--- src/hdl/phich_pending_ack_tracker_core_macros.svh ---
// Assertion macros for the PHICH pending-ack tracker.
// Included by files that carry concurrent checks; expects clk and rst_n in scope.
`ifndef PHICH_PENDING_ACK_TRACKER_CORE_MACROS_SVH
`define PHICH_PENDING_ACK_TRACKER_CORE_MACROS_SVH

// Same-cycle implication, disabled during reset.
`define PPAT_ASSERT_SAME(lbl, ante, cons, msg) \
  lbl: assert property (@(posedge clk) disable iff (!rst_n) (ante) |-> (cons)) \
    else $error(msg);

// Next-cycle implication, disabled during reset.
`define PPAT_ASSERT_NEXT(lbl, ante, cons, msg) \
  lbl: assert property (@(posedge clk) disable iff (!rst_n) (ante) |=> (cons)) \
    else $error(msg);

`endif

--- src/hdl/ppat_pkg.sv ---
// Shared types, constants and timing tables for the PHICH pending-ack tracker.
// No dependencies; imported by ppat_ram and phich_pending_ack_tracker_core.
`timescale 1ns / 1ps

package ppat_pkg;

  localparam int TABLE_DEPTH_DEF = 16;

  localparam int TTI_W       = 14;
  localparam int PRB_W       = 7;
  localparam int DMRS_W      = 3;
  localparam int ENTRY_W     = PRB_W + DMRS_W;
  localparam int CFG_IDX_W   = 2;
  localparam int CFG_DATA_W  = 4;
  localparam int IN_DATA_W   = 32;
  localparam int OUT_DATA_W  = 32;

  localparam int TTI_WRAP_INT = 10240;
  localparam logic [TTI_W:0] TTI_WRAP = (TTI_W + 1)'(TTI_WRAP_INT);

  // Reciprocal scaling used for modulo-by-constant.
  localparam int RECIP_SHIFT = 20;
  localparam int RECIP10     = (1 << RECIP_SHIFT) / 10;

  localparam logic       FRAME_FDD         = 1'b0;
  localparam logic [3:0] FDD_ACK_DELAY_RST = 4'd4;

  typedef enum logic [1:0] {
    OP_ARM   = 2'd0,
    OP_CLEAR = 2'd1,
    OP_QUERY = 2'd2,
    OP_PHICH = 2'd3
  } op_t;

  typedef enum logic [CFG_IDX_W-1:0] {
    CFG_FRAME_TYPE    = 2'd0,
    CFG_TDD_CONFIG    = 2'd1,
    CFG_FDD_ACK_DELAY = 2'd2
  } cfg_idx_t;

  // Input beat, last field in the lowest bits.
  typedef struct packed {
    logic [3:0]        pad;
    logic              decode_error;
    logic              harq_ack;
    logic [DMRS_W-1:0] dmrs_shift;
    logic [PRB_W-1:0]  prb_lowest;
    logic [TTI_W-1:0]  tti;
    op_t               opcode;
  } in_beat_t;

  // Result beat, last field in the lowest bits.
  typedef struct packed {
    logic [3:0]        pad;
    logic              any_pending;
    logic [TTI_W-1:0]  next_tti;
    logic              rearmed;
    logic              handled;
    logic [DMRS_W-1:0] stored_dmrs;
    logic [PRB_W-1:0]  stored_prb;
    logic              entry_pending;
  } out_beat_t;

  // PUSCH offset per UL/DL configuration and subframe; row 7 unused.
  localparam logic [2:0] PUSCH_K [0:7][0:9] = '{
    '{3'd4, 3'd6, 3'd0, 3'd0, 3'd0, 3'd4, 3'd6, 3'd0, 3'd0, 3'd0},
    '{3'd0, 3'd6, 3'd0, 3'd0, 3'd4, 3'd0, 3'd6, 3'd0, 3'd0, 3'd4},
    '{3'd0, 3'd0, 3'd0, 3'd4, 3'd0, 3'd0, 3'd0, 3'd0, 3'd4, 3'd0},
    '{3'd4, 3'd0, 3'd0, 3'd0, 3'd0, 3'd0, 3'd0, 3'd0, 3'd4, 3'd4},
    '{3'd0, 3'd0, 3'd0, 3'd0, 3'd0, 3'd0, 3'd0, 3'd0, 3'd4, 3'd4},
    '{3'd0, 3'd0, 3'd0, 3'd0, 3'd0, 3'd0, 3'd0, 3'd0, 3'd4, 3'd0},
    '{3'd7, 3'd7, 3'd0, 3'd0, 3'd0, 3'd7, 3'd7, 3'd0, 3'd0, 3'd5},
    '{3'd0, 3'd0, 3'd0, 3'd0, 3'd0, 3'd0, 3'd0, 3'd0, 3'd0, 3'd0}
  };

  // PHICH offset per UL/DL configuration and PUSCH subframe; row 7 unused.
  localparam logic [2:0] PHICH_K [0:7][0:9] = '{
    '{3'd0, 3'd0, 3'd4, 3'd7, 3'd6, 3'd0, 3'd0, 3'd4, 3'd7, 3'd6},
    '{3'd0, 3'd0, 3'd4, 3'd6, 3'd0, 3'd0, 3'd0, 3'd4, 3'd6, 3'd0},
    '{3'd0, 3'd0, 3'd6, 3'd0, 3'd0, 3'd0, 3'd0, 3'd6, 3'd0, 3'd0},
    '{3'd0, 3'd0, 3'd6, 3'd6, 3'd6, 3'd0, 3'd0, 3'd0, 3'd0, 3'd0},
    '{3'd0, 3'd0, 3'd6, 3'd6, 3'd0, 3'd0, 3'd0, 3'd0, 3'd0, 3'd0},
    '{3'd0, 3'd0, 3'd6, 3'd0, 3'd0, 3'd0, 3'd0, 3'd0, 3'd0, 3'd0},
    '{3'd0, 3'd0, 3'd4, 3'd6, 3'd6, 3'd0, 3'd0, 3'd4, 3'd7, 3'd0},
    '{3'd0, 3'd0, 3'd0, 3'd0, 3'd0, 3'd0, 3'd0, 3'd0, 3'd0, 3'd0}
  };

endpackage

--- src/hdl/ppat_ram.sv ---
// Generic single-write, single-read RAM with registered read data.
// Depends on ppat_pkg for its parameter defaults; no other modules.
`timescale 1ns / 1ps

module ppat_ram
  import ppat_pkg::*;
#(
  parameter int WIDTH  = ENTRY_W,
  parameter int DEPTH  = TABLE_DEPTH_DEF,
  parameter int ADDR_W = $clog2(DEPTH)
) (
  input  logic              clk,
  input  logic              wr_en,
  input  logic [ADDR_W-1:0] wr_addr,
  input  logic [WIDTH-1:0]  wr_data,
  input  logic              rd_en,
  input  logic [ADDR_W-1:0] rd_addr,
  output logic [WIDTH-1:0]  rd_data
);

  logic [WIDTH-1:0] mem_r [DEPTH];
  logic [WIDTH-1:0] rd_data_r;

  always_ff @(posedge clk) begin
    if (wr_en) begin
      mem_r[wr_addr] <= wr_data;
    end
    if (rd_en) begin
      rd_data_r <= mem_r[rd_addr];
    end
  end

  assign rd_data = rd_data_r;

endmodule

--- src/hdl/phich_pending_ack_tracker_core.sv ---
// Top level of the PHICH pending-ack tracker: stream ports, entry table, timing.
// Depends on ppat_pkg, ppat_ram and phich_pending_ack_tracker_core_macros.svh.
`timescale 1ns / 1ps
`include "phich_pending_ack_tracker_core_macros.svh"

// Tracks pending uplink HARQ acknowledgements in a table of TABLE_DEPTH entries,
// addressed by TTI modulo TABLE_DEPTH (a TTI of 10240 or more is first reduced
// by 10240). Each input beat carries one operation: arm an entry with PRB and
// DMRS shift, clear it, query it, or apply a PHICH outcome. An outcome on an
// armed entry clears it; a NACK without decode error first copies it to the
// next PHICH TTI (TTI plus the FDD delay, or the PUSCH then PHICH timing tables
// for TDD, modulo 10240), and a clear of the same slot wins. Every beat gives
// exactly one result beat, reporting the entry as it was before the operation
// and whether any entry is armed afterwards. The block takes one beat per
// cycle while results are taken. A beat passes two register stages: the input
// register, with the entry RAM read taken beside it on the accepting edge, and
// the result register, which drives out_tvalid and out_tdata.
// The input stalls only while stage 1 holds a beat and the result register holds
// one that is not taken. Reset needs no clearing pass: armed flags and per-entry
// written bits sit in flip-flops, so entries never written read as zero.
// Configuration writes are always accepted and should be made while idle.
module phich_pending_ack_tracker_core
  import ppat_pkg::*;
#(
  parameter int TABLE_DEPTH = TABLE_DEPTH_DEF
) (
  input  logic                  clk,
  input  logic                  rst_n,
  // Input beats
  input  logic                  in_tvalid,
  output logic                  in_tready,
  // [1:0] opcode, [15:2] tti, [22:16] prb_lowest, [25:23] dmrs_shift,
  // [26] harq_ack, [27] decode_error, [31:28] zero
  input  logic [IN_DATA_W-1:0]  in_tdata,
  // Result beats
  output logic                  out_tvalid,
  input  logic                  out_tready,
  // [0] entry_pending, [7:1] stored_prb, [10:8] stored_dmrs, [11] handled,
  // [12] rearmed, [26:13] next_tti, [27] any_pending, [31:28] zero
  output logic [OUT_DATA_W-1:0] out_tdata,
  // Configuration writes
  input  logic                  cfg_valid,
  output logic                  cfg_ready,
  input  logic [CFG_IDX_W-1:0]  cfg_index,
  input  logic [CFG_DATA_W-1:0] cfg_data
);

  localparam int SW         = $clog2(TABLE_DEPTH);
  localparam int RecipDepth = (1 << RECIP_SHIFT) / TABLE_DEPTH;
  localparam int AdjWrap    = (TABLE_DEPTH - (TTI_WRAP_INT % TABLE_DEPTH)) % TABLE_DEPTH;

  // ---------------------------------------------------------------------------
  // Configuration registers
  // ---------------------------------------------------------------------------
  logic       frame_type_r;
  logic [2:0] tdd_config_r;
  logic [3:0] fdd_ack_delay_r;

  assign cfg_ready = 1'b1;

  always_ff @(posedge clk) begin
    if (!rst_n) begin
      frame_type_r    <= FRAME_FDD;
      tdd_config_r    <= 3'd0;
      fdd_ack_delay_r <= FDD_ACK_DELAY_RST;
    end else if (cfg_valid) begin
      unique case (cfg_idx_t'(cfg_index))
        CFG_FRAME_TYPE:    frame_type_r    <= cfg_data[0];
        CFG_TDD_CONFIG:    tdd_config_r    <= cfg_data[2:0];
        CFG_FDD_ACK_DELAY: fdd_ack_delay_r <= cfg_data;
        default: begin
          // drop writes beyond the register list
        end
      endcase
    end
  end

  // ---------------------------------------------------------------------------
  // Handshake and pipeline control
  // ---------------------------------------------------------------------------
  logic s1_valid_r;
  logic out_valid_r;
  logic advance;
  logic accept;

  // Stage 1 moves into the result register when that register is free or draining.
  assign advance   = s1_valid_r && (!out_valid_r || out_tready);
  assign in_tready = !s1_valid_r || advance;
  assign accept    = in_tvalid && in_tready;

  always_ff @(posedge clk) begin
    if (!rst_n) begin
      s1_valid_r  <= 1'b0;
      out_valid_r <= 1'b0;
    end else begin
      if (accept) begin
        s1_valid_r <= 1'b1;
      end else if (advance) begin
        s1_valid_r <= 1'b0;
      end
      if (advance) begin
        out_valid_r <= 1'b1;
      end else if (out_tready) begin
        out_valid_r <= 1'b0;
      end
    end
  end

  // ---------------------------------------------------------------------------
  // Input side: reduce the TTI, derive slot and subframe by reciprocal multiply
  // ---------------------------------------------------------------------------
  in_beat_t         in_beat;
  logic [TTI_W-1:0] tti_in;
  logic [TTI_W-1:0] tti_wrap;
  logic [30:0]      prod_depth;
  logic [30:0]      prod_ten;
  logic [TTI_W-1:0] rem_depth;
  logic [TTI_W-1:0] rem_ten;
  logic [TTI_W-1:0] rem_depth_fix;
  logic [TTI_W-1:0] rem_ten_fix;
  logic [SW-1:0]    slot_in;
  logic [3:0]       sf_in;

  assign in_beat  = in_beat_t'(in_tdata);
  assign tti_in   = in_beat.tti;
  assign tti_wrap = ({1'b0, tti_in} >= TTI_WRAP) ? TTI_W'({1'b0, tti_in} - TTI_WRAP) : tti_in;

  // Quotient estimate is exact or one low; one compare-subtract corrects it.
  assign prod_depth = 31'(tti_wrap) * 31'(RecipDepth);
  assign prod_ten   = 31'(tti_wrap) * 31'(RECIP10);
  assign rem_depth  = tti_wrap - TTI_W'(TTI_W'(prod_depth[30:RECIP_SHIFT]) * TTI_W'(TABLE_DEPTH));
  assign rem_ten    = tti_wrap - TTI_W'(TTI_W'(prod_ten[30:RECIP_SHIFT]) * TTI_W'(10));
  assign rem_depth_fix = (rem_depth >= TTI_W'(TABLE_DEPTH)) ? rem_depth - TTI_W'(TABLE_DEPTH)
                                                            : rem_depth;
  assign rem_ten_fix   = (rem_ten >= TTI_W'(10)) ? rem_ten - TTI_W'(10) : rem_ten;
  assign slot_in       = rem_depth_fix[SW-1:0];
  assign sf_in         = rem_ten_fix[3:0];

  // Stage 1 registers
  op_t               op_r;
  logic [TTI_W-1:0]  tti_r;
  logic [SW-1:0]     slot_r;
  logic [3:0]        sf_r;
  logic [PRB_W-1:0]  prb_r;
  logic [DMRS_W-1:0] dmrs_r;
  logic              ack_r;
  logic              err_r;

  always_ff @(posedge clk) begin
    if (accept) begin
      op_r   <= in_beat.opcode;
      tti_r  <= tti_wrap;
      slot_r <= slot_in;
      sf_r   <= sf_in;
      prb_r  <= in_beat.prb_lowest;
      dmrs_r <= in_beat.dmrs_shift;
      ack_r  <= in_beat.harq_ack;
      err_r  <= in_beat.decode_error;
    end
  end

  // ---------------------------------------------------------------------------
  // Entry table: armed flags and written bits in flops, payload in RAM
  // ---------------------------------------------------------------------------
  logic [TABLE_DEPTH-1:0] flags_r;
  logic [TABLE_DEPTH-1:0] flags_nxt;
  logic [TABLE_DEPTH-1:0] written_r;
  logic [TABLE_DEPTH-1:0] written_nxt;
  logic                   wr_en_c;
  logic [SW-1:0]          wr_addr_c;
  logic [ENTRY_W-1:0]     wr_data_c;
  logic                   ram_wr_en;
  logic [ENTRY_W-1:0]     ram_rd_data;

  assign ram_wr_en = wr_en_c && advance;

  ppat_ram #(
    .WIDTH (ENTRY_W),
    .DEPTH (TABLE_DEPTH),
    .ADDR_W(SW)
  ) u_entry_ram (
    .clk    (clk),
    .wr_en  (ram_wr_en),
    .wr_addr(wr_addr_c),
    .wr_data(wr_data_c),
    .rd_en  (accept),
    .rd_addr(slot_in),
    .rd_data(ram_rd_data)
  );

  // Hold the last payload write; it covers a read taken on the same edge.
  logic               byp_valid_r;
  logic [SW-1:0]      byp_addr_r;
  logic [ENTRY_W-1:0] byp_data_r;

  always_ff @(posedge clk) begin
    if (!rst_n) begin
      byp_valid_r <= 1'b0;
      flags_r     <= '0;
      written_r   <= '0;
    end else if (advance) begin
      flags_r   <= flags_nxt;
      written_r <= written_nxt;
      if (wr_en_c) begin
        byp_valid_r <= 1'b1;
      end
    end
  end

  always_ff @(posedge clk) begin
    if (ram_wr_en) begin
      byp_addr_r <= wr_addr_c;
      byp_data_r <= wr_data_c;
    end
  end

  logic               was_armed;
  logic [ENTRY_W-1:0] old_entry;

  assign was_armed = flags_r[slot_r];

  always_comb begin
    if (!written_r[slot_r]) begin
      old_entry = '0;
    end else if (byp_valid_r && (byp_addr_r == slot_r)) begin
      old_entry = byp_data_r;
    end else begin
      old_entry = ram_rd_data;
    end
  end

  // ---------------------------------------------------------------------------
  // Next PHICH TTI and its slot
  // ---------------------------------------------------------------------------
  logic [2:0]       k_pusch;
  logic [2:0]       k_phich;
  logic [4:0]       sf_up_sum;
  logic [3:0]       sf_up;
  logic [3:0]       delta;
  logic [TTI_W:0]   tti_sum;
  logic             tti_wrapped;
  logic [TTI_W-1:0] next_tti_c;
  logic [SW+1:0]    ns_a0;
  logic [SW+1:0]    ns_a1;
  logic [SW+1:0]    ns_a2;
  logic [SW+1:0]    ns_b0;
  logic [SW+1:0]    ns_b1;
  logic [SW-1:0]    next_slot;

  assign k_pusch   = PUSCH_K[tdd_config_r][sf_r];
  // The 10240 wrap keeps the subframe, so track it modulo 10 directly.
  assign sf_up_sum = 5'(sf_r) + 5'(k_pusch);
  assign sf_up     = (sf_up_sum >= 5'd10) ? 4'(sf_up_sum - 5'd10) : sf_up_sum[3:0];
  assign k_phich   = PHICH_K[tdd_config_r][sf_up];
  assign delta     = (frame_type_r == FRAME_FDD) ? fdd_ack_delay_r
                                                 : 4'(k_pusch) + 4'(k_phich);

  assign tti_sum     = (TTI_W + 1)'(tti_r) + (TTI_W + 1)'(delta);
  assign tti_wrapped = tti_sum >= TTI_WRAP;
  assign next_tti_c  = tti_wrapped ? TTI_W'(tti_sum - TTI_WRAP) : tti_sum[TTI_W-1:0];

  // Advance the slot by delta, then pull back by 10240 mod depth on a wrap.
  assign ns_a0 = (SW + 2)'(slot_r) + (SW + 2)'(delta);
  assign ns_a1 = (ns_a0 >= (SW + 2)'(TABLE_DEPTH)) ? ns_a0 - (SW + 2)'(TABLE_DEPTH) : ns_a0;
  assign ns_a2 = (ns_a1 >= (SW + 2)'(TABLE_DEPTH)) ? ns_a1 - (SW + 2)'(TABLE_DEPTH) : ns_a1;
  assign ns_b0 = ns_a2 + (tti_wrapped ? (SW + 2)'(AdjWrap) : '0);
  assign ns_b1 = (ns_b0 >= (SW + 2)'(TABLE_DEPTH)) ? ns_b0 - (SW + 2)'(TABLE_DEPTH) : ns_b0;
  assign next_slot = ns_b1[SW-1:0];

  // ---------------------------------------------------------------------------
  // Operation
  // ---------------------------------------------------------------------------
  logic             handled_c;
  logic             rearmed_c;
  logic [TTI_W-1:0] next_tti_out;

  always_comb begin
    flags_nxt    = flags_r;
    written_nxt  = written_r;
    wr_en_c      = 1'b0;
    wr_addr_c    = slot_r;
    wr_data_c    = {prb_r, dmrs_r};
    handled_c    = 1'b0;
    rearmed_c    = 1'b0;
    next_tti_out = '0;
    unique case (op_r)
      OP_ARM: begin
        flags_nxt[slot_r]   = 1'b1;
        written_nxt[slot_r] = 1'b1;
        wr_en_c             = 1'b1;
      end
      OP_CLEAR: begin
        flags_nxt[slot_r] = 1'b0;
      end
      OP_QUERY: begin
        // report only
      end
      OP_PHICH: begin
        if (was_armed) begin
          if (!err_r) begin
            handled_c = 1'b1;
            if (!ack_r) begin
              next_tti_out           = next_tti_c;
              flags_nxt[next_slot]   = 1'b1;
              written_nxt[next_slot] = 1'b1;
              wr_en_c                = 1'b1;
              wr_addr_c              = next_slot;
              wr_data_c              = old_entry;
              rearmed_c              = next_slot != slot_r;
            end
          end
          // the clear lands after the re-arm, so it wins on the same slot
          flags_nxt[slot_r] = 1'b0;
        end
      end
      default: begin
      end
    endcase
  end

  // ---------------------------------------------------------------------------
  // Result register
  // ---------------------------------------------------------------------------
  out_beat_t out_data_r;

  always_ff @(posedge clk) begin
    if (advance) begin
      out_data_r.pad           <= '0;
      out_data_r.entry_pending <= was_armed;
      out_data_r.stored_prb    <= old_entry[ENTRY_W-1:DMRS_W];
      out_data_r.stored_dmrs   <= old_entry[DMRS_W-1:0];
      out_data_r.handled       <= handled_c;
      out_data_r.rearmed       <= rearmed_c;
      out_data_r.next_tti      <= next_tti_out;
      out_data_r.any_pending   <= |flags_nxt;
    end
  end

  assign out_tvalid = out_valid_r;
  assign out_tdata  = OUT_DATA_W'(out_data_r);

  // ---------------------------------------------------------------------------
  // Checks
  // ---------------------------------------------------------------------------
  `PPAT_ASSERT_SAME(a_rearm_needs_handled, out_valid_r && out_data_r.rearmed, out_data_r.handled, "rearmed without handled")
  `PPAT_ASSERT_NEXT(a_phich_clears_slot, advance && (op_r == OP_PHICH), !flags_r[$past(slot_r)], "PHICH outcome left its slot armed")
  `PPAT_ASSERT_NEXT(a_any_matches_flags, advance, out_data_r.any_pending == (|flags_r), "any_pending disagrees with table")
  `PPAT_ASSERT_SAME(a_stall_only_when_full, !in_tready, s1_valid_r && out_valid_r && !out_tready, "input stalled without backpressure")

endmodule
--- config.mk ---
export PLATFORM = sky130hd
export DESIGN_NAME = phich_pending_ack_tracker_core
export DESIGN_NICKNAME = d
export VERILOG_FILES = /design/src/hdl/ppat_pkg.sv /design/src/hdl/ppat_ram.sv /design/src/hdl/phich_pending_ack_tracker_core.sv
export VERILOG_INCLUDE_DIRS = /design/src /design/src/hdl
export SDC_FILE = /design/constraint.sdc
export NUM_CORES = 1
export LEC_CHECK = 0
export BUFFER_PORTS_ARGS = -buffer_cell sky130_fd_sc_hd__buf_4
export CAP_MARGIN = 5
export CORE_MARGIN = 2
export CORE_UTILIZATION = 57
export DETAILED_ROUTE_END_ITERATION = 8
export PLACE_DENSITY = 0.78
export SKIP_CTS_REPAIR_TIMING = 1
export SYNTH_ARGS = -nofsm -noshare
export SYNTH_HDL_FRONTEND = slang
export SYNTH_SLANG_ARGS = --single-unit
--- constraint.sdc ---
create_clock -name clk -period 12 [get_ports clk]
set_input_delay 1.8 -clock clk [delete_from_list [all_inputs] [get_ports clk]]
set_output_delay 1.8 -clock clk [all_outputs]
set_load 0.005 [all_outputs]
==> results of run 1 <==
==> per-stage QoR <==
stage / hold WS [ps] / instances / instance area [µm²]
3_5_place_dp: 476 / 1958 / 18700
3_3_place_gp: 455 / 1958 / 18700
2_1_floorplan: 440 / 1539 / 17800
6_report: 494 / 2014 / 19600
4_1_cts: 490 / 2014 / 19600
5_1_grt: 510 / 2014 / 19600
==> worst max-delay path, delay by kind of cell <==
family                     cells  cell delay [ps]
AOI/OAI and AO/OA             15             3370
and+or+nand+nor                8             1100
xor gates and xnor gates       3              480
buffers and inverters          7              650
adders and majority gates     10             4040
==> logic make-up after synthesis <==
group           Yosys count  synth area share (%)
fa+ha+maj               205                  16.7
simple gates            416                  10.7
flops                   286                  45.9
mux                      92                  9.39
xor+xnor                 56                  2.84
compound gates          271                  9.87
buf+inv                 208                  4.57
other cells               2                0.0422
==> cell type report <==
class,count,area (µm²)
Multi-Input combinational cell,1045,8840
Fill cell,2314,11100
Clock buffer,42,816
Tap cell,396,495
Sequential cell,286,8160
Clock inverter,14,95.1
Timing Repair Buffer,84,631
Inverter,147,552
==> worst paths after layout <==
check / start / endpoint / slack [ps]
worst max-delay path: in_tdata[4] / sf_r[3] / 850
worst min-delay path: written_r[14] / written_r[14] / 490
worst max register to register: tdd_config_r[1] / u_entry_ram.mem_r[7][4] / 4220
worst min register to register: written_r[14] / written_r[14] / 490
==> flip-flops by register name, indices dropped and copies added, names as in the netlist <==
signal,cells
tti_r,14
byp_valid_r,1
frame_type_r,1
op_r,2
flags_r,16
ack_r,1
out_tvalid,1
u_entry_ram.mem_r,160
u_entry_ram.rd_data,10
written_r,16
byp_data_r,10
fdd_ack_delay_r,4
err_r,1
prb_r,7
sf_r,3
s1_valid_r,1
out_tdata,28
dmrs_r,3
tdd_config_r,3
byp_addr_r,4
==> metal layers <==
| metal | wire (µm) | part of all wire, % | up-vias | GRT usage, % |
|---|---|---|---|---|
| met5 | 0 | 0 | - | 0 |
| met1 | 16900 | 42 | 5925 | 33.3 |
| met4 | 824 | 2.1 | 0 | 5.77 |
| met2 | 19900 | 49 | 445 | 42.7 |
| li1 | - | - | 5692 | - |
| met3 | 2600 | 6.5 | 75 | 3.82 |
==> layout by cell type (no fill, tap or decap), types with 6 or more instances in the layout <==
master / count
sky130_fd_sc_hd__inv_1: 145
sky130_fd_sc_hd__nand2_1: 127
sky130_fd_sc_hd__a31oi_1: 19
sky130_fd_sc_hd__a21o_1: 29
sky130_fd_sc_hd__clkinv_2: 6
sky130_fd_sc_hd__o211a_1: 16
sky130_fd_sc_hd__nor2_1: 139
sky130_fd_sc_hd__mux2_2: 8
sky130_fd_sc_hd__a21oi_1: 93
sky130_fd_sc_hd__o21ai_0: 35
sky130_fd_sc_hd__buf_4: 84
sky130_fd_sc_hd__nand3_1: 32
sky130_fd_sc_hd__nand4_1: 16
sky130_fd_sc_hd__clkbuf_16: 30
sky130_fd_sc_hd__ha_1: 149
sky130_fd_sc_hd__mux4_2: 59
sky130_fd_sc_hd__edfxtp_1: 243
sky130_fd_sc_hd__xnor2_1: 28
sky130_fd_sc_hd__dfxtp_1: 43
sky130_fd_sc_hd__fa_1: 55
sky130_fd_sc_hd__o22ai_1: 20
sky130_fd_sc_hd__o21a_1: 7
sky130_fd_sc_hd__nor2b_1: 33
sky130_fd_sc_hd__nor3_1: 23
sky130_fd_sc_hd__xor2_1: 27
sky130_fd_sc_hd__nand2b_1: 8
sky130_fd_sc_hd__clkbuf_1: 10
sky130_fd_sc_hd__mux2i_1: 25
sky130_fd_sc_hd__o211ai_1: 6
==> results.md, run 1 <==
STA:
- Summed over all failing endpoints, the final setup total negative slack is 0 ps.
- Setup violations remaining at the end of the flow were counted as 0.
- In the post-route analysis, the smallest setup slack over all paths is 846 ps.
- The post-route clock skew is 25.3 ps.
- After layout, the worst path uses 93.0% of the clock period.
- Subtracting the final worst setup slack from the clock period gives 11,150 ps.
- For this run, the top clock speed supported by timing is 89.7 MHz.
- The number of hold-slack violations in the final timing report is 0.
- Setup repair after global routing left no endpoint under its margin.
- The worst-margin pin slew is 1190 ps.
- In this run the tightest slew margin relative to its limit is 20.0%.
- The final number of max-transition violations is 0.

Logic synthesis:
- The number of flops mapped to enable cells by yosys is 243.
- The Yosys step of the flow raised 0 warnings.
- The number of instances in the synthesized netlist is 1,536.
- sky130_fd_sc_hd__edfxtp_1 takes more of the synthesized area than any other cell.
- By count the netlist is led by 243 x sky130_fd_sc_hd__edfxtp_1, 149 x sky130_fd_sc_hd__ha_1, 146 x sky130_fd_sc_hd__inv_1, 139 x sky130_fd_sc_hd__nor2_1, 127 x sky130_fd_sc_hd__nand2_1.
- After synthesis the netlist holds a flip-flop and latch count of 286.
- The async set-reset flop share out of synthesis is 0%.
- In the synthesized netlist the dominant register cell turns out to be sky130_fd_sc_hd__edfxtp_1.
- By area the synthesized netlist is led by sky130_fd_sc_hd__edfxtp_1 41%, sky130_fd_sc_hd__ha_1 10%, sky130_fd_sc_hd__mux4_2 7.5%.
- The combined area of all synthesized cells is 17,800 µm².
- The number of distinct library cell variants in the gate-level netlist after synthesis is 71.
- The most numerous cell in the Yosys netlist is sky130_fd_sc_hd__edfxtp_1.
- The proportion of netlist area held by the largest area contributor is 41.0%.
- The average instance in the mapped netlist occupies 11.6 µm².
- Sequential cells were found to cover 45.9% of the synthesized design area.

Worst setup path:
- The critical path endpoint category is a register.
- The element type at the critical path start is an input pin.
- The highest net fanout along the worst path is 5.
- The most numerous cell type found on the critical path is sky130_fd_sc_hd__inv_1.
- For this design, the slowest cell found on the critical path is sky130_fd_sc_hd__fa_1.
- In this design, the stage delay of the slowest critical-path cell is 590 ps.
- The number of cells on the worst reg-to-reg path is 28.
- The required time of the critical path is 12,290 ps.
- STA puts the critical path data arrival time at 11,450 ps.
- The critical path is of the input pin to register type.

Floorplanning:
- The placeable core region is 30,700 µm².
- The row count is 64.
- The overall die height is 181 µm.
- The floorplan step defined a die boundary enclosing 32,600 µm².
- The top-level port count is 78.
- Measured along the x axis, the die boundary spans 181 µm.
- For this configuration, the core starts out at a cell density of 58.0%.

Drt:
- In the routed layout, each cell is associated on average with a via count of 6.03.
- After detailed routing, the average wire length per cell comes to 20.0 µm.
- The count of nets left with antenna violations once routing finished came out at 0.
- The number of remaining DRC errors is 0.
- The final layout contains routed wiring with a total length of 40,200 µm.
- The first-iteration detailed-routing DRC count is 1,069.
- Across all layers, the routed design uses 12,100 vias.
- Before antenna repair, the detailed router went through 7 iterations.

Place:
- The weighted congestion at the end of routability-driven global placement is 0.917.
- The post-DP HPWL is 28,900 µm.
- The worst setup slack before clock tree synthesis is 188 ps.
- Input and output buffers added on the ports amount to 68.

CTS:
- Buffers inserted during clock tree synthesis total 30.
- The clock tree root driver cell is sky130_fd_sc_hd__clkbuf_16.
- For the worst-skew pair, the clock arrives at the later sink with an insertion delay of 570 ps.
- Clock tree synthesis found a total of 286 sinks.
- TritonCTS built the clock tree.
- Counting along the longest clock path gives a buffer depth of 3.
- After clock tree synthesis, the clock-pin slew on the worst setup and hold paths is 60 ps.
- In this run the number of H-tree levels came out at 1.

Global route:
- The first global-routing pass estimated 65,100 µm of wire.
- The maximum number of pins on one net before global-route repair is 60.
- The global routing usage summed across all routing layers is 24.8%.
- The number of global-route vias before repair is 12,300.
- The number of antenna violations at the first check in global routing came to 0.
- Summed over all layers, the global routing overflow is 0.

Final layout:
- The net count of the finished layout is 1,841.
- Cells with a size suffix above 1 make up 12.9% of the layout.
- The number of antenna diodes is 0.
- The final core utilization is 63.9%.
- The area overhead of the layout relative to synthesis is 10.2%.

Status:
- The run finished with clean final reports.

Hold path:
- The worst hold path passes through 2 cells.
- The worst min-delay path category is register to register.

Job:
- The total of max-cap violations is 0.
Power of run 1 is not shown: default switching activity piles up to over one toggle a cycle in this logic, so the estimate is an artifact.
==> inputs of run 2 (changes only) <==
--- a/config.mk
+++ b/config.mk
@@ -6,8 +6,10 @@
 export SDC_FILE = /design/constraint.sdc
 export NUM_CORES = 1
 export LEC_CHECK = 0
+export ABC_CLOCK_PERIOD_IN_PS = 12000
 export BUFFER_PORTS_ARGS = -buffer_cell sky130_fd_sc_hd__buf_4
 export CAP_MARGIN = 5
+export CORE_ASPECT_RATIO = 2
 export CORE_MARGIN = 2
 export CORE_UTILIZATION = 57
 export DETAILED_ROUTE_END_ITERATION = 8
==> results.md, run 2 (synthesis results as in run 1) <==
Final layout:
- The area overhead of the layout relative to synthesis is 9.99% (was 10.2%).
- The net total in the final layout was 1,851 (was 1,841).
- The register ranked first by flip-flop count is u_entry_ram.mem_r (unchanged).
- The commonest non-fill, non-tap cell in the layout is sky130_fd_sc_hd__edfxtp_1 (unchanged).
- The ratio of cells with drive above 1 in the final layout came to 13.7% (was 12.9%).
- The flip-flop count of the largest register after layout is 160 (unchanged).
- The filler cell count in the final layout came to 2,365 (was 2,314).
- Highest-count cells in the layout ignoring fill and taps: 243 x sky130_fd_sc_hd__edfxtp_1, 149 x sky130_fd_sc_hd__ha_1, 145 x sky130_fd_sc_hd__inv_1 (unchanged).
- The area taken by multi-input logic gates was 8840 µm² (about the same).
- The final core utilization is 63.6% (was 63.9%).
- The number of antenna diodes is 0 (unchanged).
- The post-layout instance count excluding filler cells is 1,994 (was 2,014).
- The total area of sequential cells was 8160 µm² (unchanged).

STA:
- The ratio of final minimum period to clock period is 92.9% (was 93.0%).
- The setup total negative slack is 0 ps (unchanged).
- Unrepaired setup endpoints after global routing: no (unchanged).
- The minimum clock period after layout is 11,150 ps (about the same).
- The post-route clock skew is 8.78 ps (was 25.3 ps).
- The final number of max-transition violations is 0 (unchanged).
- The worst-margin pin slew is 1310 ps (was 1190 ps).
- The max-slew headroom at the worst pin was 12.5% (was 20.0%).
- The final count of negative-setup-slack endpoints came to 0 (unchanged).
- The number of hold-slack violations in the final timing report came to 0 (unchanged).
- The maximum frequency from static timing analysis is 89.7 MHz (about the same).

CTS:
- The number of H-tree levels is 1 (unchanged).
- The clock latency reported for the late side of the worst-skew pair came to 540 ps (was 570 ps).
- The clock-pin slew on the worst setup and hold paths is 70 ps (was 60 ps).
- The number of clock sinks was 286 (unchanged).
- The CTS buffer count is 24 (was 30).
- The maximum count of clock buffers along a single path came to 3 (unchanged).
- The clock tree root driver cell is sky130_fd_sc_hd__clkbuf_16 (unchanged).
- The clock tree from TritonCTS is built (unchanged).

Worst setup path:
- The path type of the worst setup path is input pin to register (unchanged).
- The standard cell with the maximum stage delay on the critical path is sky130_fd_sc_hd__fa_1 (unchanged).
- The most repeated library cell on the critical path is sky130_fd_sc_hd__inv_1 (unchanged).
- The data arrival time of the critical path is 11,430 ps (was 11,450 ps).
- The highest net fanout along the worst path is 6 (was 5).
- The element type at the critical path start is an input pin (unchanged).
- The required time of the critical path is 12,280 ps (was 12,290 ps).
- The critical path endpoint category is a register (unchanged).
- The maximum single-stage delay on the critical path is 590 ps (about the same).

Drt:
- The first-iteration detailed-routing DRC count came to 690 (was 1,069).
- The number of remaining DRC errors is 0 (unchanged).
- The ratio of routed vias to standard cells is 6.16 (was 6.03).
- The wire length after detailed routing is 41,900 µm (was 40,200 µm).
- The number of nets with antenna violations after routing is 0 (unchanged).
- The detailed-routing iteration count for the pre-antenna-repair pass was 5 (was 7).
- The number of vias after detailed routing was 12,300 (was 12,100).
- The detailed-route wire length per cell is 21.0 µm (was 20.0 µm).

Floorplanning:
- The initial core utilization is 57.8% (was 58.0%).
- The top-level port count is 78 (unchanged).
- The die width is 129 µm (was 181 µm).
- The row count was 91 (was 64).
- The die footprint is 32,700 µm² (was 32,600 µm²).
- The overall die height came to 254 µm (was 181 µm).
- The placeable core region is 30,700 µm² (about the same).

Place:
- The post-DP HPWL was 31,200 µm (was 28,900 µm).
- The weighted congestion at the end of routability-driven global placement came to 0.935 (was 0.917).
- The post-placement cell count is 1,950 (was 1,958).
- The quantity of I/O buffers inserted on ports is 68 (unchanged).

Global route:
- The number of antenna violations at the first check in global routing is 0 (unchanged).
- The number of global-route vias before repair is 12,500 (was 12,300).
- The global routing usage summed across all routing layers is 26.3% (was 24.8%).
- The maximum number of pins on one net before global-route repair is 60 (unchanged).
- The global-route congestion overflow total is 0 (unchanged).
- The wire length of the first global-routing pass is 65,700 µm (was 65,100 µm).

Hold path:
- The worst min-delay path category was register to register (unchanged).

Job:
- The total of max-cap violations came to 0 (unchanged).

Status:
- Outcome: complete, no violations (unchanged).
## run 2: changes by cell type in the layout (fill, tap and decap cells not counted), moves of 2 or more
cell,previous run,this run
sky130_fd_sc_hd__clkbuf_16,30,25
sky130_fd_sc_hd__clkbuf_1,10,6
sky130_fd_sc_hd__buf_4,84,100
sky130_fd_sc_hd__clkinv_1,5,1
sky130_fd_sc_hd__bufinv_16,0,2
## run 2: final timing paths
| check | slack (ps) | from | cells past startpoint | to |
|---|---|---|---|---|
| max reg2reg | 3980 | tti_r[0] | 27 | u_entry_ram.mem_r[7][4] |
| min | 480 | fdd_ack_delay_r[2] | 2 | fdd_ack_delay_r[2] |
| min reg2reg | 480 | fdd_ack_delay_r[2] | 2 | fdd_ack_delay_r[2] |
| max | 850 | in_tdata[7] | 44 | sf_r[1] |
## run 2: area by class of cell
class / count / share of cell area, %
Clock buffer: 33 / 3.46
Clock inverter: 11 / 0.569
Inverter: 147 / 2.82
Multi-Input combinational cell: 1045 / 45.2
Sequential cell: 286 / 41.7
Tap cell: 372 / 2.38
Timing Repair Buffer: 100 / 3.84
## run 2: layer usage
layer  wire [µm]  global-route usage, %
met5           0                      0
met4        2200                   12.9
met3        2040                   2.91
met2       23100                   49.2
met1       14600                   29.1
## run 2: metrics by stage
stage,instance area (µm²),setup WS [ps],hold slack [ps]
2_1_floorplan,17800,580,440
3_3_place_gp,18800,247,448
3_5_place_dp,18800,101,461
4_1_cts,19500,611,478
5_1_grt,19600,75.4,511
6_report,19600,853,476
## run 2: worst max-delay path: cells and delay by family
family          cells  cell delay, ps
simple gates        9            1240
compound gates     13            2760
buf+inv             9             930
fa+ha+maj          10            4200
xor+xnor            3             490
Power of run 2 is left out for the same reason.
==> inputs of run 3 (changes only) <==
--- a/config.mk
+++ b/config.mk
@@ -14,6 +14,7 @@
 export CORE_UTILIZATION = 57
 export DETAILED_ROUTE_END_ITERATION = 8
 export PLACE_DENSITY = 0.78
+export REMOVE_ABC_BUFFERS = 1
 export SKIP_CTS_REPAIR_TIMING = 1
 export SYNTH_ARGS = -nofsm -noshare
 export SYNTH_HDL_FRONTEND = slang
==> results.md, run 3 (synthesis results as in run 1) <==
Drt:
- The number of remaining DRC errors was 0 (unchanged).
- The number of vias after detailed routing is 12,300 (about the same).
- The detailed-route wire length per cell is 20.9 µm (was 21.0 µm).
- The first-iteration detailed-routing DRC count was 782 (was 690).
- The wire length after detailed routing is 41,600 µm (was 41,900 µm).
- The detailed-routing iteration count for the pre-antenna-repair pass is 8 (was 5).
- The ratio of routed vias to standard cells was 6.17 (was 6.16).
- The number of nets with antenna violations after routing is 0 (unchanged).

Final layout:
- The flip-flop count of the largest register after layout is 160 (unchanged).
- Highest-count cells in the layout ignoring fill and taps: 243 x sky130_fd_sc_hd__edfxtp_1, 149 x sky130_fd_sc_hd__ha_1, 145 x sky130_fd_sc_hd__inv_1 (unchanged).
- The net total in the final layout is 1,845 (was 1,851).
- The final core utilization is 63.7% (was 63.6%).
- The area overhead of the layout relative to synthesis is 10.2% (was 9.99%).
- The commonest non-fill, non-tap cell in the layout is sky130_fd_sc_hd__edfxtp_1 (unchanged).
- The ratio of cells with drive above 1 in the final layout is 13.8% (was 13.7%).
- The number of antenna diodes was 0 (unchanged).
- The post-layout instance count excluding filler cells is 1,989 (was 1,994).
- The register ranked first by flip-flop count is u_entry_ram.mem_r (unchanged).

Floorplanning:
- The row count is 91 (unchanged).
- The top-level port count is 78 (unchanged).
- The overall die height came to 254 µm (unchanged).
- The die width is 129 µm (unchanged).
- The placeable core region is 30,700 µm² (unchanged).
- The die footprint is 32,700 µm² (unchanged).
- The initial core utilization came to 57.8% (unchanged).

Global route:
- The number of global-route vias before repair is 12,800 (was 12,500).
- The global routing usage summed across all routing layers was 26.2% (was 26.3%).
- The maximum number of pins on one net before global-route repair was 57 (was 60).
- The number of antenna violations at the first check in global routing is 0 (unchanged).
- The global-route congestion overflow total is 0 (unchanged).
- The wire length of the first global-routing pass is 66,100 µm (was 65,700 µm).

Worst setup path:
- The worst-case register-to-register setup slack is 3780 ps (was 3980 ps).
- The most repeated library cell on the critical path is sky130_fd_sc_hd__inv_1 (unchanged).
- The highest net fanout along the worst path is 6 (unchanged).
- The standard cell with the maximum stage delay on the critical path is sky130_fd_sc_hd__fa_1 (unchanged).
- The number of cells on the worst reg-to-reg path is 28 (was 27).
- The path type of the worst setup path is input pin to register (unchanged).
- The data arrival time of the critical path came to 11,370 ps (was 11,430 ps).
- The worst reg2reg path startpoint is tdd_config_r[1] (was tti_r[0]).
- The element type at the critical path start is an input pin (unchanged).
- The critical register-to-register path endpoint is u_entry_ram.mem_r[7][0] (was u_entry_ram.mem_r[7][4]).
- The critical path endpoint category is a register (unchanged).
- The required time of the critical path is 12,310 ps (was 12,280 ps).
- The maximum single-stage delay on the critical path came to 610 ps (was 590 ps).

STA:
- The ratio of final minimum period to clock period is 92.2% (was 92.9%).
- The maximum frequency from static timing analysis is 90.4 MHz (was 89.7 MHz).
- The minimum clock period after layout came to 11,060 ps (was 11,150 ps).
- Unrepaired setup endpoints after global routing: no (unchanged).
- The final number of max-transition violations is 0 (unchanged).
- The final count of negative-setup-slack endpoints came to 0 (unchanged).
- The post-route clock skew came to 30.1 ps (was 8.78 ps).
- The worst-margin pin slew was 1310 ps (about the same).
- The max-slew headroom at the worst pin is 12.2% (was 12.5%).
- The number of hold-slack violations in the final timing report is 0 (unchanged).

Status:
- Outcome: complete, no violations (unchanged).

Job:
- The total of max-cap violations is 0 (unchanged).

Place:
- The post-DP HPWL is 31,200 µm (about the same).
- The weighted congestion at the end of routability-driven global placement is 0.947 (was 0.935).
- The post-placement cell count was 1,943 (was 1,950).
- The quantity of I/O buffers inserted on ports came to 68 (unchanged).

CTS:
- The clock tree from TritonCTS was built (unchanged).
- The number of H-tree levels is 1 (unchanged).
- The clock latency reported for the late side of the worst-skew pair is 560 ps (was 540 ps).
- The clock tree root driver cell is sky130_fd_sc_hd__clkbuf_16 (unchanged).
- The maximum count of clock buffers along a single path is 3 (unchanged).
- The number of clock sinks is 286 (unchanged).
- The clock-pin slew on the worst setup and hold paths is 70 ps (about the same).
- The CTS buffer count came to 25 (was 24).

Hold path:
- The worst min-delay path category is register to register (unchanged).
- The end point of the worst hold path is written_r[7] (was fdd_ack_delay_r[2]).
- The start point of the worst hold path is written_r[7] (was fdd_ack_delay_r[2]).
- The depth of the worst hold-timing path is 2 (unchanged).
run 3: worst max-delay path by stage:
stage,start,cells past startpoint,endpoint
6_report,in_tdata[7],44,sf_r[1]
3_3_place_gp,in_tdata[7],43,sf_r[1]
5_1_grt,in_tdata[7],43,sf_r[1]
2_1_floorplan,in_tdata[5],42,sf_r[1]
4_1_cts,in_tdata[7],43,sf_r[1]
3_5_place_dp,in_tdata[7],43,sf_r[1]
run 3: worst max-delay path: cells and delay by family:
kind	cells	cell delay [ps]
buffers and inverters	9	1110
and+or+nand+nor	9	1280
adders and majority gates	10	4030
xor gates and xnor gates	3	470
AOI/OAI and AO/OA	13	2660
run 3: through the flow:
step                area (µm²)  setup slack [ps]  hold WS, ps  setup TNS (ps)
finish                   19600               938          486               0
global route             19600              34.2          513               0
CTS                      19600               537          489               0
detailed placement       18700             -14.2          469           -20.2
global placement         18700               157          449               0
floorplan                17500               816          439               0
run 3: area by class of cell:
class / count / area (µm²)
Clock buffer: 31 / 678
Clock inverter: 15 / 181
Fill cell: 2390 / 11200
Inverter: 147 / 552
Multi-Input combinational cell: 1045 / 8850
Sequential cell: 286 / 8160
Tap cell: 372 / 465
Timing Repair Buffer: 93 / 698
run 3: metal layers:
layer | up-vias | track usage [%] | wire length (µm)
li1 | 5690 | - | -
met1 | 5949 | 27.8 | 14200
met5 | - | 0 | 0
met4 | 0 | 14.4 | 2650
met2 | 465 | 49.7 | 22800
met3 | 172 | 2.51 | 1900
Power of run 3 is left out for the same reason.
